## src/hw/rtl/fbpa_pkg.sv

```systemverilog
// Shared constants, codes and types for the fixed block pool allocator.
`timescale 1ns / 1ps
package fbpa_pkg;

	localparam int MAX_BLOCKS = 256;
	localparam int ADDR_W     = 32;
	localparam int IDX_W      = $clog2(MAX_BLOCKS);
	localparam int LINK_W     = $clog2(MAX_BLOCKS + 1);
	localparam int LG_W       = 5;
	localparam int CFG_IDX_W  = 2;

	localparam logic [LINK_W-1:0] NULL_LINK = LINK_W'(MAX_BLOCKS);
	localparam logic [LG_W-1:0]   LG_MIN    = LG_W'(2);
	localparam logic [LG_W-1:0]   LG_MAX    = LG_W'(16);
	localparam logic [LG_W-1:0]   LG_RESET  = LG_W'(4);

	localparam logic [CFG_IDX_W-1:0] CFG_POOL_BASE  = CFG_IDX_W'(0);
	localparam logic [CFG_IDX_W-1:0] CFG_BLOCK_LOG2 = CFG_IDX_W'(1);
	localparam logic [CFG_IDX_W-1:0] CFG_BLOCKS     = CFG_IDX_W'(2);

	typedef enum logic [1:0] {
		OP_ALLOC   = 2'd0,
		OP_FREE    = 2'd1,
		OP_REBUILD = 2'd2,
		OP_NONE    = 2'd3
	} op_t;

	typedef enum logic [1:0] {
		ST_OK       = 2'd0,
		ST_EMPTY    = 2'd1,
		ST_BAD_ADDR = 2'd2
	} status_t;

	// Control of the shared add/shift unit.
	typedef struct packed {
		logic            shift_right;
		logic [LG_W-1:0] shamt;
		logic            carry_in;
	} alu_ctl_t;

endpackage

```

## src/hw/rtl/fbpa_if.sv

```systemverilog
// Handshake interfaces for the request, response and configuration channels.
`timescale 1ns / 1ps
interface fbpa_req_if;
	logic                       valid;
	logic                       ready;
	logic [1:0]                 op;
	logic [fbpa_pkg::ADDR_W-1:0] free_address;

	modport source (output valid, output op, output free_address, input ready);
	modport sink   (input valid, input op, input free_address, output ready);
endinterface

interface fbpa_rsp_if;
	logic                        valid;
	logic                        ready;
	logic [fbpa_pkg::ADDR_W-1:0] block_address;
	logic [1:0]                  status;
	logic [fbpa_pkg::LINK_W-1:0] allocated_count;
	logic [fbpa_pkg::LINK_W-1:0] peak_count;

	modport source (output valid, output block_address, output status,
		output allocated_count, output peak_count, input ready);
	modport sink   (input valid, input block_address, input status,
		input allocated_count, input peak_count, output ready);
endinterface

interface fbpa_cfg_if;
	logic                           valid;
	logic                           ready;
	logic [fbpa_pkg::CFG_IDX_W-1:0] index;
	logic [fbpa_pkg::ADDR_W-1:0]    data;

	modport source (output valid, output index, output data, input ready);
	modport sink   (input valid, input index, input data, output ready);
endinterface

```

## src/hw/rtl/fbpa_ram.sv

```systemverilog
// Generic single-write, single-read RAM with registered read data.
`timescale 1ns / 1ps
module fbpa_ram #(
	parameter int WIDTH = 8,
	parameter int DEPTH = 16
) (
	input  logic                     clk,
	input  logic                     we,
	input  logic [$clog2(DEPTH)-1:0] waddr,
	input  logic [WIDTH-1:0]         wdata,
	input  logic                     re,
	input  logic [$clog2(DEPTH)-1:0] raddr,
	output logic [WIDTH-1:0]         rdata
);

	logic [WIDTH-1:0] mem_q [DEPTH];

	// Write port
	always_ff @(posedge clk) begin
		if (we) begin
			mem_q[waddr] <= wdata;
		end
	end

	// Registered read port
	always_ff @(posedge clk) begin
		if (re) begin
			rdata <= mem_q[raddr];
		end
	end

endmodule

```

## src/hw/rtl/fbpa_alu.sv

```systemverilog
// Shared add/shift unit: a + shift(b) + carry, used for block address and offset math.
`timescale 1ns / 1ps
module fbpa_alu (
	input  logic [fbpa_pkg::ADDR_W-1:0] a,
	input  logic [fbpa_pkg::ADDR_W-1:0] b,
	input  fbpa_pkg::alu_ctl_t          ctl,
	output logic [fbpa_pkg::ADDR_W-1:0] sum
);
	import fbpa_pkg::*;

	logic [ADDR_W-1:0] b_shifted;

	// Shift the second operand, then add with carry; wraps modulo 2^ADDR_W
	always_comb begin
		if (ctl.shift_right) begin
			b_shifted = b >> ctl.shamt;
		end else begin
			b_shifted = b << ctl.shamt;
		end
		sum = a + b_shifted + ADDR_W'(ctl.carry_in);
	end

endmodule

```

## src/hw/rtl/fixed_block_pool_allocator.sv

```systemverilog
// Top level of the fixed block pool allocator: sequencer, link RAM, shared ALU, registers.
`timescale 1ns / 1ps
// Fixed-size block pool with a LIFO free list held in a 256-entry link RAM. One request
// is worked at a time and req.ready is high only while the sequencer is idle. From the
// transfer of a request to its result landing in the output register: allocate runs
// link RAM read, head update, output; allocate on an empty pool and an unused op go
// straight to output; free runs subtract, then shift and alignment check in the shared
// add/shift unit, then range check with the link write, then output; rebuild writes
// one link RAM entry per cycle, 256 entries, then output. The output register holds a
// result until rsp takes it; the next request is accepted once the previous result has
// moved into it. After reset the block runs a pass that chains all 256 link RAM entries
// before the first request is accepted; configuration writes are taken at any time
// (cfg.ready is always high) and must only be issued while no request is in flight.
module fixed_block_pool_allocator (
	input  logic        clk,
	input  logic        arst_n,
	fbpa_req_if.sink    req,
	fbpa_rsp_if.source  rsp,
	fbpa_cfg_if.sink    cfg
);
	import fbpa_pkg::*;

	typedef enum logic [2:0] {
		S_IDLE,
		S_ALLOC_RD,
		S_ALLOC_UPD,
		S_FREE_SUB,
		S_FREE_SHR,
		S_FREE_UPD,
		S_REBUILD,
		S_OUT
	} state_t;

	state_t              state_q;
	logic                boot_q;
	logic [ADDR_W-1:0]   pool_base_q;
	logic [LG_W-1:0]     block_log2_q;
	logic [LINK_W-1:0]   blocks_q;

	logic [LINK_W-1:0]   head_q;
	logic [LINK_W-1:0]   live_q;
	logic [LINK_W-1:0]   peak_q;
	logic [LINK_W-1:0]   n_q;
	logic [IDX_W-1:0]    ptr_q;
	logic [ADDR_W-1:0]   free_addr_q;
	logic [ADDR_W-1:0]   off_q;
	logic [ADDR_W-1:0]   blk_q;
	logic                aligned_q;
	logic [ADDR_W-1:0]   res_addr_q;
	status_t             res_status_q;

	logic                rsp_valid_q;
	logic [ADDR_W-1:0]   rsp_addr_q;
	status_t             rsp_status_q;
	logic [LINK_W-1:0]   rsp_live_q;
	logic [LINK_W-1:0]   rsp_peak_q;

	logic [LG_W-1:0]     eff_lg;
	logic [LINK_W-1:0]   eff_n;
	logic [ADDR_W-1:0]   low_mask;
	logic [LINK_W-1:0]   ptr_next;
	logic [LINK_W-1:0]   sweep_link;
	logic [LINK_W-1:0]   live_inc;
	logic                out_free;

	logic [ADDR_W-1:0]   alu_a;
	logic [ADDR_W-1:0]   alu_b;
	alu_ctl_t            alu_ctl;
	logic [ADDR_W-1:0]   alu_sum;

	logic                ram_we;
	logic [IDX_W-1:0]    ram_waddr;
	logic [LINK_W-1:0]   ram_wdata;
	logic                ram_re;
	logic [LINK_W-1:0]   ram_rdata;

	// Configuration registers
	assign cfg.ready = 1'b1;

	always_ff @(posedge clk or negedge arst_n) begin
		if (!arst_n) begin
			pool_base_q  <= '0;
			block_log2_q <= LG_RESET;
			blocks_q     <= LINK_W'(MAX_BLOCKS);
		end else if (cfg.valid) begin
			case (cfg.index)
				CFG_POOL_BASE:  pool_base_q  <= cfg.data;
				CFG_BLOCK_LOG2: block_log2_q <= cfg.data[LG_W-1:0];
				CFG_BLOCKS:     blocks_q     <= cfg.data[LINK_W-1:0];
				default: ;
			endcase
		end
	end

	// Clamp block size and block count to their legal ranges
	always_comb begin
		if (block_log2_q < LG_MIN) begin
			eff_lg = LG_MIN;
		end else if (block_log2_q > LG_MAX) begin
			eff_lg = LG_MAX;
		end else begin
			eff_lg = block_log2_q;
		end
		if (blocks_q == '0) begin
			eff_n = LINK_W'(1);
		end else if (blocks_q > LINK_W'(MAX_BLOCKS)) begin
			eff_n = LINK_W'(MAX_BLOCKS);
		end else begin
			eff_n = blocks_q;
		end
	end

	assign low_mask   = ~({ADDR_W{1'b1}} << eff_lg);
	assign ptr_next   = {1'b0, ptr_q} + LINK_W'(1);
	assign sweep_link = (ptr_next < n_q) ? ptr_next : NULL_LINK;
	assign live_inc   = (live_q < LINK_W'(MAX_BLOCKS)) ? live_q + LINK_W'(1) : live_q;
	assign out_free   = !rsp_valid_q || rsp.ready;

	// Operand selection for the shared unit
	always_comb begin
		alu_a   = '0;
		alu_b   = '0;
		alu_ctl = '{shift_right: 1'b0, shamt: '0, carry_in: 1'b0};
		case (state_q)
			S_ALLOC_RD: begin
				alu_a         = pool_base_q;
				alu_b         = ADDR_W'(head_q[IDX_W-1:0]);
				alu_ctl.shamt = eff_lg;
			end
			S_FREE_SUB: begin
				alu_a            = free_addr_q;
				alu_b            = ~pool_base_q;
				alu_ctl.carry_in = 1'b1;
			end
			S_FREE_SHR: begin
				alu_b               = off_q;
				alu_ctl.shift_right = 1'b1;
				alu_ctl.shamt       = eff_lg;
			end
			default: ;
		endcase
	end

	fbpa_alu u_alu (
		.a   (alu_a),
		.b   (alu_b),
		.ctl (alu_ctl),
		.sum (alu_sum)
	);

	// Link RAM ports: sweep and free write, allocate reads
	always_comb begin
		ram_we    = 1'b0;
		ram_waddr = ptr_q;
		ram_wdata = sweep_link;
		case (state_q)
			S_REBUILD: ram_we = 1'b1;
			S_FREE_UPD: begin
				ram_we    = aligned_q && (blk_q < ADDR_W'(eff_n));
				ram_waddr = blk_q[IDX_W-1:0];
				ram_wdata = head_q;
			end
			default: ;
		endcase
	end

	assign ram_re = (state_q == S_ALLOC_RD);

	fbpa_ram #(
		.WIDTH (LINK_W),
		.DEPTH (MAX_BLOCKS)
	) u_link_ram (
		.clk   (clk),
		.we    (ram_we),
		.waddr (ram_waddr),
		.wdata (ram_wdata),
		.re    (ram_re),
		.raddr (head_q[IDX_W-1:0]),
		.rdata (ram_rdata)
	);

	assign req.ready = (state_q == S_IDLE);

	// Sequencer, list state and output register
	always_ff @(posedge clk or negedge arst_n) begin
		if (!arst_n) begin
			state_q      <= S_REBUILD;
			boot_q       <= 1'b1;
			head_q       <= '0;
			live_q       <= '0;
			peak_q       <= '0;
			n_q          <= LINK_W'(MAX_BLOCKS);
			ptr_q        <= '0;
			free_addr_q  <= '0;
			off_q        <= '0;
			blk_q        <= '0;
			aligned_q    <= 1'b0;
			res_addr_q   <= '0;
			res_status_q <= ST_OK;
			rsp_valid_q  <= 1'b0;
			rsp_addr_q   <= '0;
			rsp_status_q <= ST_OK;
			rsp_live_q   <= '0;
			rsp_peak_q   <= '0;
		end else begin
			// Raise valid when a result lands, drop it once taken
			if (state_q == S_OUT && out_free) begin
				rsp_valid_q <= 1'b1;
			end else if (rsp.ready) begin
				rsp_valid_q <= 1'b0;
			end
			case (state_q)
				S_IDLE: begin
					if (req.valid) begin
						free_addr_q  <= req.free_address;
						res_addr_q   <= '0;
						res_status_q <= ST_OK;
						case (req.op)
							OP_ALLOC: begin
								if (head_q >= NULL_LINK) begin
									res_status_q <= ST_EMPTY;
									state_q      <= S_OUT;
								end else begin
									state_q <= S_ALLOC_RD;
								end
							end
							OP_FREE: state_q <= S_FREE_SUB;
							OP_REBUILD: begin
								n_q     <= eff_n;
								ptr_q   <= '0;
								state_q <= S_REBUILD;
							end
							default: state_q <= S_OUT;
						endcase
					end
				end
				S_ALLOC_RD: begin
					res_addr_q <= alu_sum;
					state_q    <= S_ALLOC_UPD;
				end
				S_ALLOC_UPD: begin
					head_q  <= ram_rdata;
					live_q  <= live_inc;
					if (live_inc > peak_q) begin
						peak_q <= live_inc;
					end
					state_q <= S_OUT;
				end
				S_FREE_SUB: begin
					off_q   <= alu_sum;
					state_q <= S_FREE_SHR;
				end
				S_FREE_SHR: begin
					blk_q     <= alu_sum;
					aligned_q <= ((off_q & low_mask) == '0);
					state_q   <= S_FREE_UPD;
				end
				S_FREE_UPD: begin
					if (aligned_q && (blk_q < ADDR_W'(eff_n))) begin
						head_q <= {1'b0, blk_q[IDX_W-1:0]};
						if (live_q != '0) begin
							live_q <= live_q - LINK_W'(1);
						end
					end else begin
						res_status_q <= ST_BAD_ADDR;
					end
					state_q <= S_OUT;
				end
				S_REBUILD: begin
					ptr_q <= ptr_q + IDX_W'(1);
					if (ptr_q == IDX_W'(MAX_BLOCKS - 1)) begin
						head_q <= '0;
						live_q <= '0;
						peak_q <= '0;
						if (boot_q) begin
							boot_q  <= 1'b0;
							state_q <= S_IDLE;
						end else begin
							state_q <= S_OUT;
						end
					end
				end
				S_OUT: begin
					// Hold until the output register is free
					if (out_free) begin
						rsp_addr_q   <= res_addr_q;
						rsp_status_q <= res_status_q;
						rsp_live_q   <= live_q;
						rsp_peak_q   <= peak_q;
						state_q      <= S_IDLE;
					end
				end
				default: state_q <= S_IDLE;
			endcase
		end
	end

	assign rsp.valid           = rsp_valid_q;
	assign rsp.block_address   = rsp_addr_q;
	assign rsp.status          = rsp_status_q;
	assign rsp.allocated_count = rsp_live_q;
	assign rsp.peak_count      = rsp_peak_q;

endmodule
```

## src/flat_wrapper.sv

```systemverilog
// flat-port wrapper written by rule: the top's interface ports become plain ports
module fixed_block_pool_allocator_flat import fbpa_pkg::*;
  (clk, arst_n, req_valid, req_op, req_free_address, req_ready, rsp_valid, rsp_block_address, rsp_status, rsp_allocated_count, rsp_peak_count, rsp_ready, cfg_valid, cfg_index, cfg_data, cfg_ready);
  fbpa_req_if req_i ();
  fbpa_rsp_if rsp_i ();
  fbpa_cfg_if cfg_i ();
  input  logic clk;
  input  logic arst_n;
  input wire logic [$bits(req_i.valid)-1:0] req_valid;
  input wire logic [$bits(req_i.op)-1:0] req_op;
  input wire logic [$bits(req_i.free_address)-1:0] req_free_address;
  output wire logic [$bits(req_i.ready)-1:0] req_ready;
  output wire logic [$bits(rsp_i.valid)-1:0] rsp_valid;
  output wire logic [$bits(rsp_i.block_address)-1:0] rsp_block_address;
  output wire logic [$bits(rsp_i.status)-1:0] rsp_status;
  output wire logic [$bits(rsp_i.allocated_count)-1:0] rsp_allocated_count;
  output wire logic [$bits(rsp_i.peak_count)-1:0] rsp_peak_count;
  input wire logic [$bits(rsp_i.ready)-1:0] rsp_ready;
  input wire logic [$bits(cfg_i.valid)-1:0] cfg_valid;
  input wire logic [$bits(cfg_i.index)-1:0] cfg_index;
  input wire logic [$bits(cfg_i.data)-1:0] cfg_data;
  output wire logic [$bits(cfg_i.ready)-1:0] cfg_ready;
  assign req_i.valid = req_valid;
  assign req_i.op = req_op;
  assign req_i.free_address = req_free_address;
  assign req_ready = req_i.ready;
  assign rsp_valid = rsp_i.valid;
  assign rsp_block_address = rsp_i.block_address;
  assign rsp_status = rsp_i.status;
  assign rsp_allocated_count = rsp_i.allocated_count;
  assign rsp_peak_count = rsp_i.peak_count;
  assign rsp_i.ready = rsp_ready;
  assign cfg_i.valid = cfg_valid;
  assign cfg_i.index = cfg_index;
  assign cfg_i.data = cfg_data;
  assign cfg_ready = cfg_i.ready;
  fixed_block_pool_allocator u_core (.clk(clk), .arst_n(arst_n), .req(req_i), .rsp(rsp_i), .cfg(cfg_i));
endmodule
```

## config.mk

```make
export PLATFORM = sky130hd
export DESIGN_NAME = fixed_block_pool_allocator_flat
export DESIGN_NICKNAME = d
export VERILOG_FILES = /design/src/hw/rtl/fbpa_pkg.sv /design/src/hw/rtl/fbpa_if.sv /design/src/hw/rtl/fbpa_ram.sv /design/src/hw/rtl/fbpa_alu.sv /design/src/hw/rtl/fixed_block_pool_allocator.sv /design/src/flat_wrapper.sv
export SDC_FILE = /design/constraint.sdc
export NUM_CORES = 2
export LEC_CHECK = 0
export ABC_AREA = 1
export BUFFER_PORTS_ARGS = -buffer_cell sky130_fd_sc_hd__buf_2
export CAP_MARGIN = 30
export CORE_AREA = 3 3 429 431
export CTS_CLUSTER_DIAMETER = 40
export CTS_CLUSTER_SIZE = 14
export DETAILED_ROUTE_END_ITERATION = 12
export DIE_AREA = 0 0 432 434
export PLACE_DENSITY = 0.78
export REMOVE_ABC_BUFFERS = 1
export SLEW_MARGIN = 20
export SYNTH_ARGS = -nofsm -noshare
export SYNTH_HDL_FRONTEND = slang
export SYNTH_HIERARCHICAL = 1
export SYNTH_SLANG_ARGS = --single-unit
```

## constraint.sdc

```tcl
create_clock -name clk -period 26.7 [get_ports clk]
set_clock_uncertainty 0.1 [all_clocks]
set_input_delay 5.34 -clock clk [delete_from_list [all_inputs] [get_ports clk]]
set_output_delay 5.34 -clock clk [all_outputs]
set_load 0.02 [all_outputs]
```

[Word level (Yosys, flattened, before mapping)]
Memory sizes are Yosys's and may differ from the RTL's. A register that Yosys moved wholly into a read port is not among the register bits.
Index checks and enable logic that the tools add are counted.
Word-level totals
  bits in registers: 278
  RAM bits: 2304
  output and inout bits: 55
  input port bits: 73
  word-level logic and storage cells: 138
  memories: 1
Memory list
  u_core.u_link_ram.mem_q: words 256, bits a word 9, read ports 1, clocked after memory_dff 1, write ports 1, line fbpa_ram.sv:16  | logic [WIDTH-1:0] mem_q [DEPTH];
Operators by class
  shift operators: 3
  order comparisons: 8
  equal/unequal tests: 20
  $add $sub $neg: 6
  reduce and logical (&&, ||, !) cells: 32
  bitwise logic cells: 3
  muxes and demuxes: 44
Operator list (count)
  32-bit one-hot mux with 2 select lines: 2
  32-bit one-hot mux with 3 select lines: 1
  9-bit two-way mux: 10
  32-bit two-way mux: 2
  32-bit inverter: 2
  9-bit one-hot mux with 3 select lines: 2
  32-bit by 1-bit adder with 32-bit output: 1
  32-bit adder: 1
  32-bit bitwise AND: 1
  32-bit zero test: 1
  32-bit by 9-bit less-than comparator with 1-bit output: 1
  32-bit by 5-bit << shifter with 32-bit output: 1
  32-bit by 5-bit << shifter with 32-bit output, first input constant: 1
  32-bit by 5-bit >> shifter with 32-bit output: 1
  8-bit two-way mux: 3
  3-bit one-hot mux with 7 select lines: 1
  9-bit one-hot mux with 2 select lines: 1
  3-bit AND reduction: 6
  8-bit one-hot mux with 2 select lines: 1
  3-bit two-way mux: 5
  5-bit two-way mux: 3
  2-bit AND reduction: 7
  3-bit equality test, second input constant: 4
  2-bit by 1-bit inequality test with 1-bit output, second input constant: 6
  33 further kinds: 52

[Longest topological paths before layout]
  depth after elaboration: 9
  depth in mapped cells: 34
  gate-level depth less buffers: 33

[Hierarchy]
The synthesis kept the hierarchy.
By module, submodules not included
  fbpa_ram: times used 1, seq. area each 69456.6 um^2, cells each 7826, area an instance 93609.8 um^2
  fixed_block_pool_allocator: times used 1, seq. area each 6964.2 um^2, cells each 1472, area an instance 12924.9 um^2
  fbpa_alu: times used 1, seq. area each 0.0 um^2, cells each 974, area an instance 5007.3 um^2

[Worst setup path after synthesis]
OpenSTA, ideal clock, no wires.
  path kind: reg2reg
  start: reg u_core.ptr_q[2]
  end: mem u_core/u_link_ram/mem_q[0][5] (netlist name), data pin
  cell stages (with the launch flop): 13
  period minus slack after synthesis: 14.442 ns
  required time: 24.367 ns
  path buffers: 0
  path slack: 12.258 ns
  arrival time: 12.109 ns
  library setup time: 2.233 ns
  cell sequence: dfrtp_1 > inv_1 > nor3_1 > nand4_1 > nor2_1 > nand2_1 > nand2_1 > inv_1 > ha_1 > nand2_1 > o21a_1 > nand3_1 > o31ai_1
Between the ends
  longest elaborated chain between the ends: 4
RTL lines
  from (decl): line fixed_block_pool_allocator.sv:44  | logic [IDX_W-1:0] ptr_q;
  from (signal assigned): line fixed_block_pool_allocator.sv:270  | ptr_q <= ptr_q + IDX_W'(1);
  8-bit by 1-bit adder with 9-bit output *: line fixed_block_pool_allocator.sv:114  | assign ptr_next = {1'b0, ptr_q} + LINK_W'(1);
  9-bit less-than comparator: line fixed_block_pool_allocator.sv:115  | assign sweep_link = (ptr_next < n_q) ? ptr_next : NULL_LINK;
  9-bit two-way mux *: line fixed_block_pool_allocator.sv:115
  9-bit two-way mux *: line fixed_block_pool_allocator.sv:156  | case (state_q)
  net u_core.ram_wdata[5]: line fixed_block_pool_allocator.sv:73  | logic [LINK_W-1:0] ram_wdata;
  to (decl): line fbpa_ram.sv:16
Mark *: on every way through the listed nets, which the timed path passes. The rest lies on a longest branch.

[Worst setup path after layout]
  start: reg u_core.state_q[2]
  end: out req_ready
Between the ends
  longest elaborated chain between the ends: 1
RTL lines
  from (decl): line fixed_block_pool_allocator.sv:34  | state_t state_q;
  from (signal assigned): line fixed_block_pool_allocator.sv:187  | state_q <= S_REBUILD;
  from (signal assigned): line fixed_block_pool_allocator.sv:222  | state_q <= S_OUT;
  from (signal assigned): line fixed_block_pool_allocator.sv:224  | state_q <= S_ALLOC_RD;
  3-bit zero test: line fixed_block_pool_allocator.sv:182  | assign req.ready = (state_q == S_IDLE);
  to (decl): line flat_wrapper.sv:12  | output wire logic [$bits(req_i.ready)-1:0] req_ready;
No other way between the ends.

==> results summary <==
The run finished with clean final reports. The register bit count reported by yosys is around 2600. For the worst-skew pair, the clock arrives at the later sink with an insertion delay of 0.94 ns. The I/O pin count came out at between 100 and 150. The top cell type's share of synthesized area is 0.6227. For this run, the leading register cell type out of synthesis is edfxtp_1. TritonCTS built the clock tree. In the global route stage, met3 resource usage came out at 0.07074. The sequential cell area came out at 76440 um^2. The distinct cell type count of the synthesized netlist is 64.

The tool flagged a number of max-cap violations equal to 0. The post-detailed-routing wire length is a little over 300 mm. The biggest area contributor in the post-synthesis netlist is edfxtp_1.

After filler insertion, the fill cell instance count of the layout stands at 12320. In this run the worst setup path begins at u_core/state_q[2]$_DFFE_PN1P_. Setup violations remaining at the end of the flow were counted as 0. The static leakage came out at 46.38 nW.

The fraction of registers with async set/reset is 0.1073. The initial utilization of the core area, before any placement, comes to 0.6178. The met1 track utilization from global routing came out at 0.4490. Setup repair after global routing left no endpoint under its margin. The detailed placement HPWL came out at 177.9 mm. The share of the clock period used by the worst path came out at 0.2834. The number of port buffers is approximately 130. The worst pin sits at a relative slew slack of 0.2354.

The combined global-route utilization of all metal layers is 0.3237. The power density over the cells came out at roughly 120 nW/um^2. The arrival time at the worst endpoint is approximately 2.1 ns. The via count of the first global-routing pass came out at approximately 77000. STA classifies the critical path endpoint as a primary output. The floorplan step defined a die boundary enclosing 187500 um^2.

The total design power came out at between 15 and 20 mW. Of all nets on the critical path, the largest fanout is 6. The horizontal extent of the die came out at ~430 um.

The maximum level of the CTS H-tree is 5. The post-cts hold buffer count is 0. After detailed routing, the number of vias per cell comes to between 6 and 7. For the pin with the worst max-slew slack, the measured transition is approximately 1.1 ns. The number of gates resized after CTS was 0. In this run the worst hold path is classified as reg2reg. The first-pass iteration count of the detailed router came out at 7. In the final layout, the share of cells above drive strength 1 is 0.08896.

The initial antenna violation count came out at 9. Among all cell types in the netlist, the one instantiated most often is nand2_1. The gate count after technology mapping is 10270. By area the synthesized netlist is led by edfxtp_1 62%, nand3_1 11%, nand2_1 11%, dfrtp_1 6.1%, buf_2 1.6%. The number of cells on the worst hold path is 2.

The violation count after the first detailed-routing iteration is 12110. The height of the chip is 434 um. Dividing the detail-routed wire length by the instance count gives 24.10 um. The cell sitting at the root of the clock tree is a clkbuf_16.

The number of setup buffers added after CTS is 0. The multi-input gate area in the final layout came out at 31010 um^2. The pin count of the biggest net entering global routing came out at 268. The number of buffers added by the clock tree synthesis step is 320. Setup slack on the worst reg-to-reg path comes out at about 20 ns.

The maximum buffer depth of the clock tree came out at 4. After routing, the total negative slack on setup checks comes to 0 ns. The top cell family by delay on the critical path is flip-flops.

For hold timing, the worst endpoint is u_core/boot_q$_DFFE_PN1P_. The global-route wire length before repair came out at 462.3 mm. The clock-pin transition on the worst setup and hold timing paths came out at 0.05 ns. In this design, the critical path's most frequently occurring cell is inv_2.

Detailed routing inserted a total of 81120 vias. Counting cells, the worst reg-to-reg path comes to 24. The required arrival time at the worst endpoint came out at 21.26 ns.

In this run the critical register-to-register path is launched from u_core/state_q[0]$_DFFE_PN0P_. In this run the critical register-to-register path is captured at u_core/off_q[19]$_DFFE_PN0P_. The number of antenna-violating nets in the routed design is 0. The cell area after synthesis is 111500 um^2.

The floorplan step defined a core boundary enclosing roughly 180000 um^2. The shortest clock period the worst path allows after layout is between 7 and 8 ns. After floorplanning, the core was divided into between 150 and 200 placement rows. The worst hold path begins at u_core/boot_q$_DFFE_PN1P_. The post-route DRC violation count is 0. The fraction of met2 tracks used by global routing is 0.4984. The largest individual stage delay along the critical path comes from the cell dfstp_2. After global routing, the most crowded layer is met2. In the synthesized netlist, the cells that appear most often are 3130 x nand2_1, 2408 x nand3_1, 2313 x edfxtp_1.

The mean area per synthesized cell is between 10 and 15 um^2. The number of flops mapped to enable cells by yosys is 2313. The highest achievable clock rate is 132.2 MHz. The residual overflow from global routing came out at 0. The worst setup path is launched from a flop. The count of warnings emitted by yosys came out at 6. The share of the yosys chip area belonging to registers is 0.6851. The clock net in this run drives a total of 2591 sinks.

The kind of critical path is reg2out. The signal on the critical path passes through inv_2 -> nand2_1 -> inv_2 -> buf_2. The count of pins over their slew limit is 0.

The final estimated routing congestion in global placement came out at 0.9836. The worst ir drop on vdd is 259.1 uV. The layout overhead on the synthesized area is 11.37%. The post-route worst hold slack is 0.3498 ns. The net count reported at finish came out at 10350. The largest single stage delay on the critical path is 0.63 ns. The critical path buffer and inverter count came out at 3.

The final-report hold violation count came out at 0.
==> worst reg2reg max path, cell delays in order, from the launching register on <==
cell and delay [ns]:
dfrtp_1 0.39, inv_2 0.08, nor2_4 0.10, inv_2 0.09, nor2_4 0.08, buf_4 0.47
inv_2 0.50, nand2_1 0.19, inv_1 0.13, nor3_2 0.12, buf_4 0.67, clkinv_1 0.68
buf_4 0.43, o211ai_1 0.22, nand3_1 0.19, ha_1 0.45, nand2_1 0.12, nor2_1 0.14
inv_1 0.10, nor3_1 0.38, nand4_1 0.14, nand2_1 0.11, xor2_1 0.17, inv_1 0.16
o21ai_0 0.19
==> cell usage in the layout, fill, tap and decap left out, types with 61 or more instances in the layout <==
master,n
ha_1,63
inv_1,245
buf_4,127
o21ai_1,61
o21ai_0,229
dfrtp_1,266
nor2_1,397
nand2_1,3127
nand3_1,2407
buf_2,125
clkbuf_16,325
a21oi_1,80
edfxtp_1,2313
==> state kept, by name, summed over array words and instances, names as in the netlist <==
signal,cells
u_core/rsp.block_address,32
u_core/rsp.allocated_count,9
u_core/pool_base_q,32
u_core/u_link_ram/rdata,9
u_core/rsp.valid,1
u_core/free_addr_q,32
u_core/head_q,9
u_core/n_q,9
u_core/aligned_q,1
u_core/state_q,3
u_core/rsp.status,2
u_core/boot_q,1
u_core/off_q,32
u_core/res_addr_q,32
u_core/block_log2_q,5
u_core/blk_q,32
u_core/live_q,9
u_core/res_status_q,2
u_core/rsp.peak_count,9
u_core/blocks_q,9
u_core/peak_q,9
u_core/u_link_ram/mem_q,2304
u_core/ptr_q,8
==> worst max-delay path by stage <==
stage | cells after the start | to | slack (ns)
4_1_cts | 4 | req_ready | 19.10
2_1_floorplan | 11 | u_core/u_link_ram/rdata[3]$_DFFE_PP_ | -24.42
5_1_grt | 4 | req_ready | 19.05
3_5_place_dp | 2 | u_core/head_q[2]$_DFFE_PN0P_ | 19.44
6_report | 4 | req_ready | 19.13
3_3_place_gp | 2 | u_core/head_q[2]$_DFFE_PN0P_ | 19.51
==> report_power, final <==
part,switching (mW),internal [mW]
clock network,1.72,2.55
registers,0.178,5.59
logic,4.13,1.19
total,6.02,9.34
==> stage by stage <==
stage          instances  setup slack, ns  instance area (um^2)    util
2_1_floorplan       9611           -24.42                108300       -
3_3_place_gp       12220            19.51                113100  0.6262
3_5_place_dp       12230            19.44                113300  0.6274
4_1_cts            12780            19.10                123800  0.6855
5_1_grt            12810            19.05                124200  0.6880
6_report           12820            19.13                124200  0.6880
==> kinds of logic after synthesis <==
group                    share of synthesized area
multiplexers                              0.003062
AO/OA/AOI/OAI                              0.03071
AND/OR/NAND/NOR                             0.2326
flip-flops                                  0.6851
XOR/XNOR                                  0.002748
adder cells (fa/ha/maj)                   0.007426
other                                   0.00003362
buffers and inverters                      0.03831
==> per-layer routing <==
| metal | vias to the layer above | part of all wire |
|---|---|---|
| met1 | 38980 | 0.37 |
| met3 | 863 | 0.12 |
| met5 | - | 0.000068 |
| met4 | 4 | 0.046 |
| li1 | 35930 | - |
| met2 | 5338 | 0.46 |
==> area by class of cell <==
| cell class | count | share of cell area |
|---|---|---|
| Sequential cell | 2591 | 0.6154 |
| Inverter | 276 | 0.008702 |
| Timing Repair Buffer | 283 | 0.01788 |
| Clock buffer | 351 | 0.06682 |
| Clock inverter | 198 | 0.01764 |
| Tap cell | 2370 | 0.02387 |
| Multi-Input combinational cell | 6744 | 0.2497 |
| Antenna cell | 4 | 0.00008058 |
No activity file was read; power rests on OpenSTA's default activity.
